**src/rtl/core/wgm_pkg.sv**
```systemverilog
// Package of types, constants and helper functions for the glob matcher.
package wgm_pkg;

   // Pattern capacity and the widths that follow from it.
   localparam int MAX_PATTERN = 32;
   localparam int LEN_W       = $clog2(MAX_PATTERN + 1);
   localparam int ACT_W       = MAX_PATTERN + 1;

   // Special pattern characters and the case folding range.
   localparam logic [7:0] GLOB_STAR   = 8'h2A;
   localparam logic [7:0] GLOB_ANY    = 8'h3F;
   localparam logic [7:0] FOLD_LO     = 8'h41;
   localparam logic [7:0] FOLD_HI     = 8'h5A;
   localparam logic [7:0] FOLD_OFFSET = 8'h20;

   // Request operations.
   typedef enum logic [1:0] {
      OP_CLEAR  = 2'd0,
      OP_APPEND = 2'd1,
      OP_TEXT   = 2'd2,
      OP_END    = 2'd3
   } op_type;

   typedef struct packed {
      op_type     operation;
      logic [7:0] char_byte;
   } req_type;

   typedef struct packed {
      logic matched;
      logic pattern_overflow;
   } rsp_type;

   // What the pattern store tells the matcher about the pattern.
   typedef struct packed {
      logic [LEN_W-1:0]       length;
      logic                   overflow;
      logic [MAX_PATTERN-1:0] star_now;
      logic [MAX_PATTERN-1:0] hit_now;
      logic [MAX_PATTERN-1:0] star_next;
   } pat_status_type;

   // Fold ASCII upper case letters to lower case.
   function automatic logic [7:0] fold_case(input logic [7:0] b);
      logic [7:0] r;
      r = b;
      if (b >= FOLD_LO && b <= FOLD_HI) begin
         r = b + FOLD_OFFSET;
      end
      return r;
   endfunction

   // Close a position set over stars. An active star position also activates
   // the next one, and runs of stars chain along. This is a carry chain: the
   // star mask propagates, an active star generates, so one adder does it.
   function automatic logic [ACT_W-1:0] star_closure(input logic [ACT_W-1:0]       seed,
                                                    input logic [MAX_PATTERN-1:0] star);
      logic [ACT_W:0] a;
      logic [ACT_W:0] b;
      logic [ACT_W:0] sum;
      logic [ACT_W:0] carry;
      a     = {2'b00, star};
      b     = {1'b0, seed} & a;
      sum   = a + b;
      carry = sum ^ a ^ b;
      return seed | carry[ACT_W-1:0];
   endfunction

endpackage

```
**src/rtl/core/wgm_pattern.sv**
```systemverilog
// Pattern store with length and overflow tracking and per-position compare.
module wgm_pattern (
   input  logic                    clock,
   input  logic                    reset,
   input  logic                    upd,
   input  wgm_pkg::req_type        req,
   output wgm_pkg::pat_status_type status
);
   import wgm_pkg::*;

   logic [7:0]             pat_ff [MAX_PATTERN];
   logic [7:0]             pat_in [MAX_PATTERN];
   logic [LEN_W-1:0]       len_ff;
   logic [LEN_W-1:0]       len_in;
   logic                   ovf_ff;
   logic                   ovf_in;
   logic                   room;
   logic                   is_app;
   logic [7:0]             ch_fold;
   logic [MAX_PATTERN-1:0] wr_sel;
   logic [MAX_PATTERN-1:0] star_now;
   logic [MAX_PATTERN-1:0] hit_now;
   logic [MAX_PATTERN-1:0] star_next;

   // Decode of the request being applied this cycle.
   assign ch_fold = fold_case(req.char_byte);
   assign room    = (len_ff < LEN_W'(MAX_PATTERN));
   assign is_app  = upd && (req.operation == OP_APPEND);

   // Next length and overflow flag.
   always_comb begin
      len_in = len_ff;
      ovf_in = ovf_ff;
      if (upd) begin
         unique case (req.operation)
            OP_CLEAR: begin
               len_in = '0;
               ovf_in = 1'b0;
            end
            OP_APPEND: begin
               if (room) begin
                  len_in = len_ff + LEN_W'(1);
               end else begin
                  ovf_in = 1'b1;
               end
            end
            OP_TEXT, OP_END: begin
               len_in = len_ff;
            end
            default: begin
               len_in = len_ff;
            end
         endcase
      end
   end

   // Each position compares its own stored byte in parallel.
   for (genvar i = 0; i < MAX_PATTERN; i++) begin : g_pos
      logic in_now;
      logic in_next;
      assign in_now    = (LEN_W'(i) < len_ff);
      assign in_next   = (LEN_W'(i) < len_in);
      assign wr_sel[i] = is_app && room && (len_ff == LEN_W'(i));
      assign pat_in[i] = wr_sel[i] ? ch_fold : pat_ff[i];
      assign star_now[i]  = in_now && (pat_ff[i] == GLOB_STAR);
      assign star_next[i] = in_next && (pat_in[i] == GLOB_STAR);
      assign hit_now[i]   = in_now && (pat_ff[i] != GLOB_STAR) &&
                            ((pat_ff[i] == GLOB_ANY) || (pat_ff[i] == ch_fold));
   end

   // Stored bytes are held folded; '*' and '?' are unaffected by folding.
   always_ff @(posedge clock) begin
      for (int i = 0; i < MAX_PATTERN; i++) begin
         pat_ff[i] <= pat_in[i];
      end
   end

   // Length and overflow flag.
   always_ff @(posedge clock) begin
      if (reset) begin
         len_ff <= '0;
         ovf_ff <= 1'b0;
      end else begin
         len_ff <= len_in;
         ovf_ff <= ovf_in;
      end
   end

   assign status.length    = len_ff;
   assign status.overflow  = ovf_ff;
   assign status.star_now  = star_now;
   assign status.hit_now   = hit_now;
   assign status.star_next = star_next;

endmodule

```
**src/rtl/core/wildcard_glob_matcher.sv**
```systemverilog
// Timing: a request is registered at acceptance and applied from the request register;
// an end of text result passes from the request register into the response register.
// Throughput: one request per cycle; only an end of text waits in the request register
// while an earlier result is not taken. One adder does the star closure.
// Reset: synchronous; empties the pattern, clears overflow and both valid stages.
// Top level of the case-insensitive glob matcher.
module wildcard_glob_matcher (
   input  logic             clock,
   input  logic             reset,
   input  logic             req_valid,
   output logic             req_ready,
   input  wgm_pkg::req_type req_payload,
   output logic             rsp_valid,
   input  logic             rsp_ready,
   output wgm_pkg::rsp_type rsp_payload
);
   import wgm_pkg::*;

   logic           s1_valid_ff;
   logic           s1_valid_in;
   req_type        s1_req_ff;
   req_type        s1_req_in;
   logic [ACT_W-1:0] act_ff;
   logic [ACT_W-1:0] act_in;
   logic           rsp_valid_ff;
   logic           rsp_valid_in;
   rsp_type        rsp_ff;
   rsp_type        rsp_in;
   logic           s1_is_end;
   logic           s1_go;
   logic           accept;
   logic [ACT_W-1:0] step;
   logic [ACT_W-1:0] seed;
   pat_status_type status;

   // Handshake: the request stage only waits when a result cannot be stored.
   assign s1_is_end   = (s1_req_ff.operation == OP_END);
   assign s1_go       = s1_valid_ff && (!s1_is_end || !rsp_valid_ff || rsp_ready);
   assign req_ready   = !s1_valid_ff || s1_go;
   assign accept      = req_valid && req_ready;
   assign s1_valid_in = accept || (s1_valid_ff && !s1_go);
   assign s1_req_in   = accept ? req_payload : s1_req_ff;

   wgm_pattern u_pattern (
      .clock  (clock),
      .reset  (reset),
      .upd    (s1_go),
      .req    (s1_req_ff),
      .status (status)
   );

   // On a text byte, advance every active position whose byte matches and keep active stars; otherwise restart at zero.
   assign step = {1'b0, act_ff[MAX_PATTERN-1:0] & status.star_now} |
                 {act_ff[MAX_PATTERN-1:0] & status.hit_now, 1'b0};
   assign seed = (s1_req_ff.operation == OP_TEXT) ? step : ACT_W'(1);
   assign act_in = s1_go ? star_closure(seed, status.star_next) : act_ff;

   // Result register, loaded on end of text.
   assign rsp_valid_in = (s1_go && s1_is_end) || (rsp_valid_ff && !rsp_ready);
   always_comb begin
      rsp_in = rsp_ff;
      if (s1_go && s1_is_end) begin
         rsp_in.matched          = act_ff[status.length];
         rsp_in.pattern_overflow = status.overflow;
      end
   end

   // Control state.
   always_ff @(posedge clock) begin
      if (reset) begin
         s1_valid_ff  <= 1'b0;
         rsp_valid_ff <= 1'b0;
         act_ff       <= ACT_W'(1);
      end else begin
         s1_valid_ff  <= s1_valid_in;
         rsp_valid_ff <= rsp_valid_in;
         act_ff       <= act_in;
      end
   end

   // Payload registers.
   always_ff @(posedge clock) begin
      s1_req_ff <= s1_req_in;
      rsp_ff    <= rsp_in;
   end

   assign rsp_valid   = rsp_valid_ff;
   assign rsp_payload = rsp_ff;

endmodule

```
**config.mk**
```make
export PLATFORM = sky130hd
export DESIGN_NAME = wildcard_glob_matcher
export DESIGN_NICKNAME = d
export VERILOG_FILES = /design/src/rtl/core/wgm_pkg.sv /design/src/rtl/core/wgm_pattern.sv /design/src/rtl/core/wildcard_glob_matcher.sv
export SDC_FILE = /design/constraint.sdc
export NUM_CORES = 1
export LEC_CHECK = 0
export BUFFER_PORTS_ARGS = -buffer_cell sky130_fd_sc_hd__buf_2
export CORE_MARGIN = 3
export CORE_UTILIZATION = 64
export CTS_CLUSTER_DIAMETER = 60
export DETAILED_ROUTE_END_ITERATION = 8
export PLACE_DENSITY = 0.81
export SLEW_MARGIN = 10
export SYNTH_ARGS = -nofsm -noshare
export SYNTH_HDL_FRONTEND = slang
export SYNTH_HIERARCHICAL = 1
export SYNTH_SLANG_ARGS = --single-unit
```
**constraint.sdc**
```tcl
create_clock -name clock -period 6.5 [get_ports clock]
set_clock_uncertainty 0.15 [all_clocks]
set_input_delay 0.975 -clock clock [delete_from_list [all_inputs] [get_ports clock]]
set_output_delay 0.975 -clock clock [all_outputs]
set_load 0.03 [all_outputs]
```
==> results of run 1 <==
-- worst max-delay path by stage --
| stage | endpoint | slack [ps] | cells past startpoint | start |
|---|---|---|---|---|
| finish | act_ff[26]$_SDFFE_PP0P_ | 700 | 16 | u_pattern/len_ff[4]$_SDFF_PP0_ |
| global route | act_ff[26]$_SDFFE_PP0P_ | 500 | 16 | u_pattern/len_ff[4]$_SDFF_PP0_ |
| CTS | act_ff[26]$_SDFFE_PP0P_ | 890 | 16 | u_pattern/len_ff[4]$_SDFF_PP0_ |
| detailed placement | act_ff[25]$_SDFFE_PP0P_ | 650 | 18 | rsp_ready |
| global placement | act_ff[25]$_SDFFE_PP0P_ | 640 | 18 | rsp_ready |
| floorplan | act_ff[30]$_SDFFE_PP0P_ | 1000 | 22 | rsp_ready |
-- per-layer routing --
layer	GRT usage, %	vias up
met5	0	-
met4	16.9	0
met3	5.96	230
met2	63.3	1018
met1	51.1	8487
li1	-	8032
-- cells in the final DEF, fill, tap and decap left out, types with 17 or more instances in the layout --
| master | n |
|---|---|
| o21ai_0 | 126 |
| buf_4 | 68 |
| inv_1 | 27 |
| nand2_1 | 205 |
| nand3_1 | 75 |
| or3_1 | 24 |
| mux2_2 | 159 |
| dfxtp_1 | 297 |
| a21oi_1 | 106 |
| nand4_1 | 60 |
| nor3_1 | 111 |
| a22oi_1 | 27 |
| buf_2 | 17 |
| xnor2_1 | 143 |
| clkbuf_16 | 35 |
| nor4_1 | 36 |
| nor2_1 | 205 |
| a211oi_1 | 21 |
| o21ai_1 | 18 |
| xor2_1 | 98 |
-- per-stage QoR --
stage,utilization [%],std cells
2_1_floorplan,-,2223
3_3_place_gp,67.8,2546
3_5_place_dp,67.8,2546
4_1_cts,72.3,2610
5_1_grt,72.3,2610
6_report,72.3,2610
-- state kept, by name (all words and copies together) (netlist names) --
signal / flops
s1_req_ff: 10
u_pattern/pat_ff: 256
u_pattern/ovf_ff: 1
u_pattern/len_ff: 6
rsp_valid: 1
s1_valid_ff: 1
rsp_payload: 2
act_ff: 33
-- critical path: cells and delay by family (launching register included) --
kind | cells | cell delay, ps
simple gates | 6 | 3170
buf+inv | 1 | 40
fa+ha+maj | 1 | 160
flops | 1 | 510
compound gates | 8 | 1670
-- cell families (layout without fill, tap and decap cells) --
| logic type | Yosys count | after routing | synth area share (%) |
|---|---|---|---|
| mux | 178 | 178 | 11.3 |
| buf+inv | 170 | 179 | 3.96 |
| compound gates | 453 | 453 | 15.9 |
| simple gates | 865 | 865 | 23.3 |
| xor+xnor | 241 | 241 | 11.3 |
| fa+ha+maj | 6 | 6 | 0.401 |
| flops | 310 | 310 | 33.8 |
-- cell type report --
cell class	instances	area, um^2
repair buffers	87	636
clock buffers	50	1010
multi-input cells	1743	11700
inverters	28	105
well taps	378	473
flip-flops and latches	310	6330
fillers	2169	7860
clock inverters	14	235
-- power breakdown --
group,internal (mW),switching (mW)
combinational,0.131,0.226
sequential,1.95,0.0498
clock,1.33,0.813
==> flow_metrics.tcl, run 1 <==
set metrics [dict create \
    grt.overflow.total 0 \
    hpwl_mm 44.0 \
    dr_total_vias 17800 \
    rsz0062_at_grt "false" \
    pre_cts_ws_ps 651 \
    clock.fmax_mhz 172 \
    yosysUniqueCellTypes 102 \
    clk_latency_ps 520 \
    layout_worst_path_cycle_share_pct 89.3 \
    hold_violations 0 \
    r2r_setup_slack_ps 700 \
    worstPathCellList "or2_1 -> nor2_1 -> nand2_1 -> o21ai_0 -> o21ai_0 -> nor3_1 -> nor2b_1 -> ha_1 -> inv_1 -> o221a_2 -> o2bb2ai_2 -> a211oi_1 -> nor4_1 -> a31o_2 -> o31ai_1 -> a211oi_1" \
    cpPeakStageDelay_ps 770 \
    cap_violations 0 \
    whs_path_depth 2 \
    wl_mm 62.2 \
    critPathKind "reg -> reg" \
    r2r-end "act_ff[26]$_SDFFE_PP0P_" \
    synth_top_flop_cell "dfxtp_1" \
    ctsLongestPathBuffers 3 \
    drc_errors 0 \
    synth_fp_nets 2243 \
    syn2layout_area_growth_pct 9.35 \
    initial_core_util_pct 66.1 \
    drive_gt1_share_pct 16.0 \
    crit_path_end_kind "flip-flop" \
    p_leak_nw 7.44 \
    ys_top_cells_by_count "298 x dfxtp_1, 207 x nor2_1, 205 x nand2_1" \
    wl_met2_mm 28.2 \
    routed_via_density 6.81 \
    setup_tns_ps 0 \
    syn_area_per_cell_um2 8.42 \
    synthCells 2223 \
    totalPowerFinal_mw 4.50 \
    cts.sinks 310 \
    synth-seq-cells 310 \
    powerDensity_nw_per_um2 220 \
    io_pins 18 \
    netlist_area_um2 18700 \
    async_flop_share_pct 0 \
    synth_top_area_cell "dfxtp_1" \
    synth_top_area_share_pct 31.9 \
    row_count 61 \
    drv_slew 0 \
    worstPathRequired_ps 6770 \
    numCtsBuffers 35 \
    routedLengthMet1_mm 25.0 \
    synthMostInstantiatedCell "dfxtp_1" \
    cp.arrival_ps 6070 \
    antenna_found_initial 0 \
    r2r_start "u_pattern/len_ff[4]$_SDFF_PP0_" \
    grt_pass1_wl_mm 95.6 \
    postCtsHoldBufs 0 \
    status "completed" \
    first_pass_iters 7 \
    die_h_um 177 \
    yosysSeqAreaShare_pct 33.8 \
    setup_viol 0 \
    ir_drop_mv 0.250 \
    ctsHtreeMaxLevel 2 \
    slowest_stage "nor2_1" \
    worst_pin_slew_ps 1080 \
    antenna_cells 0 \
    gp_congestion 1.05 \
    critPathMaxFanout 14 \
    io_buffers 17 \
    cts_tree "done" \
    die-area_um2 31300 \
    highest_layer "met4" \
    netlist_top_cells_area "dfxtp_1 32%, mux2_2 9.6%, xnor2_1 6.7%, xor2_1 4.6%, nor2_1 4.2%" \
    setup_ws_ps 697 \
    place_area_um2 19200 \
    min_from "u_pattern/pat_ff[1][14]$_DFF_P_" \
    synth_edf_count 12 \
    drt_iter0_markers 2127 \
    fin_hold_ws_ps 341 \
    grt_usage_pct 38.8 \
    cts-resized-gates 0 \
    stdcell_area_um2 20500 \
    fin_crit_ps 5800 \
    coreArea_um2 28300 \
    wl_met3_mm 5.84 \
    min_to "u_pattern/pat_ff[1][14]$_DFF_P_" \
    min-delay-path-class "reg -> reg" \
    root_buffer "clkbuf_16" \
    final_nets 2225 \
    reg2reg_depth 16 \
    cp-start-kind "flip-flop" \
    synth_warnings 6 \
    cts_setup_buffers 0 \
    slew_headroom_pct 27.8 \
    grt_max_degree 69 \
    clk_pin_slew_worst_paths_ps 60 \
    die_w_um 177 \
    wire_per_inst_um 23.8 \
    grt_pass1_vias 16700 \
    antenna_left 0 \
]
Power figures use the tool's default switching activity.
==> run 2: changes to the inputs <==
Settings changed: CORE_ASPECT_RATIO set to 1.5, CTS_CLUSTER_SIZE set to 16.
==> flow_metrics.tcl, run 2 (synthesized netlist as in run 1, its figures left out) <==
set metrics [dict create \
    io_pins 18 \
    grt_max_degree 43 \
    drv_slew 0 \
    drive_gt1_share_pct 15.2 \
    grt.overflow.total 0 \
    multi_input_area_um2 11700 \
    cts.sinks 310 \
    top_register "u_pattern/pat_ff" \
    grt_usage_pct 39.0 \
    final_nets 2221 \
    worstPathRequired_ps 6820 \
    routed_via_density 6.79 \
    worstPathCellList "buf_4 -> nand4b_1 -> nand2_1 -> inv_1 -> buf_4 -> nand4b_1 -> nor2_1 -> and3_1 -> a21oi_1 -> a311o_1 -> nor3b_1 -> o21bai_1 -> a21oi_1 -> o21ai_0 -> nand4_1 -> o21ai_1 -> a21oi_1 -> a311oi_1" \
    drc_errors 0 \
    slowest_stage "nor3b_1" \
    die_h_um 215 \
    cp-start-kind "flip-flop" \
    ctsHtreeMaxLevel 1 \
    gp_congestion 1.04 \
    largest_reg_flops 256 \
    p_leak_nw 7.19 \
    final_cell_mix "298 x dfxtp_1, 205 x nand2_1, 205 x nor2_1, 159 x mux2_2, 143 x xnor2_1" \
    fin_hold_ws_ps 341 \
    cts_tree "done" \
    hpwl_mm 46.1 \
    layout_worst_path_cycle_share_pct 86.3 \
    worst_pin_slew_ps 1080 \
    layout_commonest_cell "dfxtp_1" \
    antenna_found_initial 1 \
    ctsLongestPathBuffers 3 \
    cap_violations 0 \
    cp.arrival_ps 5930 \
    cpPeakStageDelay_ps 600 \
    row_count 76 \
    critPathKind "reg -> reg" \
    path_buf_inv 3 \
    setup_tns_ps 0 \
    final_cells 2602 \
    crit_path_end_kind "flip-flop" \
    regArea_um2 6330 \
    io_buffers 17 \
    initial_core_util_pct 64.9 \
    crit_top_cell "a21oi_1" \
    antenna_left 0 \
    die_w_um 146 \
    cts-resized-gates 0 \
    fin_util_pct 69.3 \
    critical-path-top-delay-family "simple AND/OR/NAND/NOR gates" \
    slew_headroom_pct 27.3 \
    drt_iter0_markers 1489 \
    clock.fmax_mhz 178 \
    hold_violations 0 \
    dr_total_vias 17700 \
    ir_drop_mv 0.249 \
    cts_setup_buffers 0 \
    grt_pass1_wl_mm 97.7 \
    postCtsHoldBufs 0 \
    setup_viol 0 \
    critPathMaxFanout 20 \
    fin_crit_ps 5610 \
    root_buffer "clkbuf_16" \
    min-delay-path-class "reg -> reg" \
    grt_pass1_vias 17300 \
    powerDensity_nw_per_um2 190 \
    clk_latency_ps 560 \
    syn2layout_area_growth_pct 6.79 \
    first_pass_iters 6 \
    nFillCells 2268 \
    coreArea_um2 28800 \
    wire_per_inst_um 24.3 \
    wl_mm 63.1 \
    die-area_um2 31400 \
    numCtsBuffers 25 \
    dp.cells 2564 \
    top_regs "u_pattern/pat_ff x256, act_ff x33, s1_req_ff x10" \
    clk_pin_slew_worst_paths_ps 70 \
    status "completed" \
    rsz0062_at_grt "false" \
]
-- run 2: final cells by class --
class / count / share of cell area (%)
multi-input combinational: 1743 / 58.4
sequential: 310 / 31.7
timing repair buffer: 93 / 3.34
clock buffer: 31 / 3.29
tap: 390 / 2.44
inverter: 28 / 0.526
clock inverter: 5 / 0.294
antenna: 2 / 0.0250
-- run 2: worst min-delay path, stage by stage (launching register included) --
cell,delay (ps)
dfxtp_1,330
nand2_1,50
o21ai_0,60
-- run 2: path summary, 6_finish.rpt --
path	start	end	slack, ps	depth (start not counted)
hold / removal	u_pattern/pat_ff[1][118]$_DFF_P_	u_pattern/pat_ff[1][118]$_DFF_P_	340	2
setup reg to reg	s1_req_ff[9]$_DFFE_PP_	act_ff[28]$_SDFFE_PP0P_	890	18
setup / recovery	s1_req_ff[9]$_DFFE_PP_	act_ff[28]$_SDFFE_PP0P_	890	18
hold reg to reg	u_pattern/pat_ff[1][118]$_DFF_P_	u_pattern/pat_ff[1][118]$_DFF_P_	340	2
-- run 2: through the flow --
step | instance area [um^2] | total power, mW | setup WS, ps
after CTS | 20000 | 3.80 | 1110
after global placement | 19300 | 2.38 | 695
after detailed placement | 19300 | 2.39 | 651
after floorplan | 18700 | 2.27 | 997
final | 20000 | 3.80 | 891
after global routing | 20000 | 3.90 | 660
-- run 2: power breakdown --
part	switching (mW)	total [mW]	leakage, nW	internal (mW)
combinational	0.232	0.365	4.32	0.133
sequential	0.0486	1.99	2.52	1.95
clock	0.717	1.44	0.349	0.722
-- run 2: per-layer routing --
layer  track usage [%]  vias to the layer above  wire length [um]
met4              26.0                        0              4890
met5                 0                        -                 0
met1              44.2                     8451             23200
met2              67.2                      886             30500
met3              6.85                      299              4620
li1                  -                     8020                 -
==> run 3: changes to the inputs <==
Settings changed: PLACE_DENSITY 0.81 to 0.8, SYNTH_HIERARCHICAL 1 to not set.
==> flow_metrics.tcl, run 3 <==
set metrics [dict create \
    synth_warnings 0 \
    r2r-end "act_ff[30]$_SDFFE_PP0P_" \
    status "completed" \
    crit_start "u_pattern.len_ff[5]$_SDFF_PP0_" \
    min_from "u_pattern.pat_ff[1][51]$_DFF_P_" \
    wire_per_inst_um 25.7 \
    initial_core_util_pct 65.5 \
    crit_path_end_kind "flip-flop" \
    root_buffer "clkbuf_16" \
    cap_violations 0 \
    synth_fp_nets 2282 \
    clk_latency_ps 570 \
    final_nets 2226 \
    reg2reg_depth 14 \
    r2r_start "u_pattern.len_ff[5]$_SDFF_PP0_" \
    synth_edf_count 12 \
    synth_top_area_cell "dfxtp_1" \
    hold_violations 0 \
    syn_area_per_cell_um2 8.40 \
    dr_total_vias 18000 \
    io_buffers 17 \
    drt_iter0_markers 1612 \
    cp-start-kind "flip-flop" \
    setup_tns_ps 0 \
    antenna_found_initial 0 \
    die_h_um 217 \
    die-area_um2 31800 \
    yosysUniqueCellTypes 100 \
    synthMostInstantiatedCell "dfxtp_1" \
    first_pass_iters 6 \
    totalPowerFinal_mw 3.85 \
    grt_max_degree 51 \
    clock.fmax_mhz 171 \
    whs_path_depth 2 \
    postCtsHoldBufs 0 \
    wl_mm 66.9 \
    synth-seq-cells 310 \
    worst_pin_slew_ps 1110 \
    cts_tree "done" \
    rsz0062_at_grt "false" \
    ctsHtreeMaxLevel 1 \
    yosysSeqAreaShare_pct 33.3 \
    netlist_area_um2 19000 \
    layout_worst_path_cycle_share_pct 89.8 \
    async_flop_share_pct 0 \
    syn2layout_area_growth_pct 5.57 \
    routed_via_density 6.91 \
    antenna_cells 0 \
    setup_viol 0 \
    top_regs "u_pattern.pat_ff x256, act_ff x33, s1_req_ff x10" \
    die_w_um 147 \
    ys_top_cells_by_count "298 x dfxtp_1, 214 x nand2_1, 173 x o21ai_0" \
    powerDensity_nw_per_um2 192 \
    largest_reg_flops 256 \
    netlist_top_cells_area "dfxtp_1 31%, mux2_2 8.0%, xnor2_1 7.7%, o21ai_0 4.6%, nand2_1 4.2%" \
    gp_congestion 1.11 \
    coreArea_um2 29000 \
    top_register "u_pattern.pat_ff" \
    numCtsBuffers 25 \
    grt.overflow.total 0 \
    grt_usage_pct 40.8 \
    drv_slew 0 \
    final_cell_mix "298 x dfxtp_1, 212 x nand2_1, 173 x o21ai_0, 168 x xnor2_1, 138 x nor2_1" \
    fin_crit_ps 5840 \
    ir_drop_mv 0.243 \
    min-delay-path-class "reg -> reg" \
    ctsLongestPathBuffers 3 \
    critPathMaxFanout 16 \
    layout_commonest_cell "dfxtp_1" \
    row_count 76 \
    synth_top_area_share_pct 31.4 \
    slew_headroom_pct 24.8 \
    p_leak_nw 7.03 \
    hpwl_mm 48.8 \
    io_pins 18 \
    cts-resized-gates 0 \
    antenna_left 0 \
    fin_hold_ws_ps 339 \
    r2r_setup_slack_ps 660 \
    cp.arrival_ps 6140 \
    cts.sinks 310 \
    cts_setup_buffers 0 \
    worstPathRequired_ps 6810 \
    synthCells 2261 \
    synth_top_flop_cell "dfxtp_1" \
    critPathKind "reg -> reg" \
    drive_gt1_share_pct 12.9 \
    grt_pass1_wl_mm 102 \
    clk_pin_slew_worst_paths_ps 70 \
    min_to "u_pattern.pat_ff[1][51]$_DFF_P_" \
    grt_pass1_vias 17900 \
    drc_errors 0 \
]
-- run 3: cell types whose count changed after synthesis, sizes merged, moves of 20 or more --
cell and change:
a21oi -45, a22oi -21, clkbuf +23, mux2 -29
nand3 +32, nand4 -23, nor2 -69, nor3 -20
o21ai +37, xnor2 +25, xor2 -27
-- run 3: cells by family after synthesis --
kind of cell | count (synthesis) | synth area share, %
AND/OR/NAND/NOR | 872 | 24.2
flip-flops | 310 | 33.3
multiplexers | 154 | 9.53
XOR/XNOR | 239 | 11.0
buffers and inverters | 187 | 4.08
AO/OA/AOI/OAI | 492 | 17.4
adder cells (fa/ha/maj) | 7 | 0.461
-- run 3: through the flow --
stage / cell area, um^2 / worst slack (ps) / cells / util, %
after detailed placement: 19300 / 829 / 2568 / 66.7
after CTS: 20100 / 804 / 2607 / 69.2
final: 20100 / 664 / 2607 / 69.2
after global routing: 20100 / 428 / 2607 / 69.2
after floorplan: 19000 / 2020 / 2261 / -
after global placement: 19300 / 925 / 2568 / 66.7
-- run 3: how the worst max path moves through the flow --
stage                               to  slack [ps]  depth (start not counted)
4_1_cts        act_ff[30]$_SDFFE_PP0P_         800                         14
3_3_place_gp   act_ff[30]$_SDFFE_PP0P_         920                         14
3_5_place_dp   act_ff[30]$_SDFFE_PP0P_         830                         14
5_1_grt        act_ff[30]$_SDFFE_PP0P_         430                         14
6_report       act_ff[30]$_SDFFE_PP0P_         660                         14
2_1_floorplan  act_ff[30]$_SDFFE_PP0P_        2020                         17
-- run 3: metal layers --
layer | up-vias | track usage, % | wire (um)
met1 | 8535 | 45.1 | 23600
met2 | 1000 | 69.8 | 31700
met3 | 339 | 6.67 | 5590
met4 | 0 | 30.9 | 6020
met5 | - | 0 | 0
li1 | 8149 | - | -
-- run 3: power by group --
part | total, mW | internal (mW) | switching (mW)
Clock | 1.44 | 0.716 | 0.729
Combinational | 0.401 | 0.142 | 0.258
Sequential | 2.00 | 1.95 | 0.0523
-- run 3: worst max-delay path, cell delays in order (launching register included) --
cell,delay [ps]
dfxtp_1,540
inv_1,320
ha_1,380
nor2b_1,380
nand2_1,300
nor3b_1,780
mux2_2,430
or4b_1,580
a2111oi_4,400
nand3b_1,150
nor4_2,440
nand4b_1,220
nor3_1,240
a222oi_1,150
a211oi_1,280
-- run 3: layout make-up --
cell class                      count  area, um^2
Clock buffer                       32         652
Clock inverter                      7        61.3
Fill cell                        2400        8950
Inverter                           40         150
Multi-Input combinational cell   1764       11900
Sequential cell                   310        6330
Tap cell                          390         488
Timing Repair Buffer               64         450
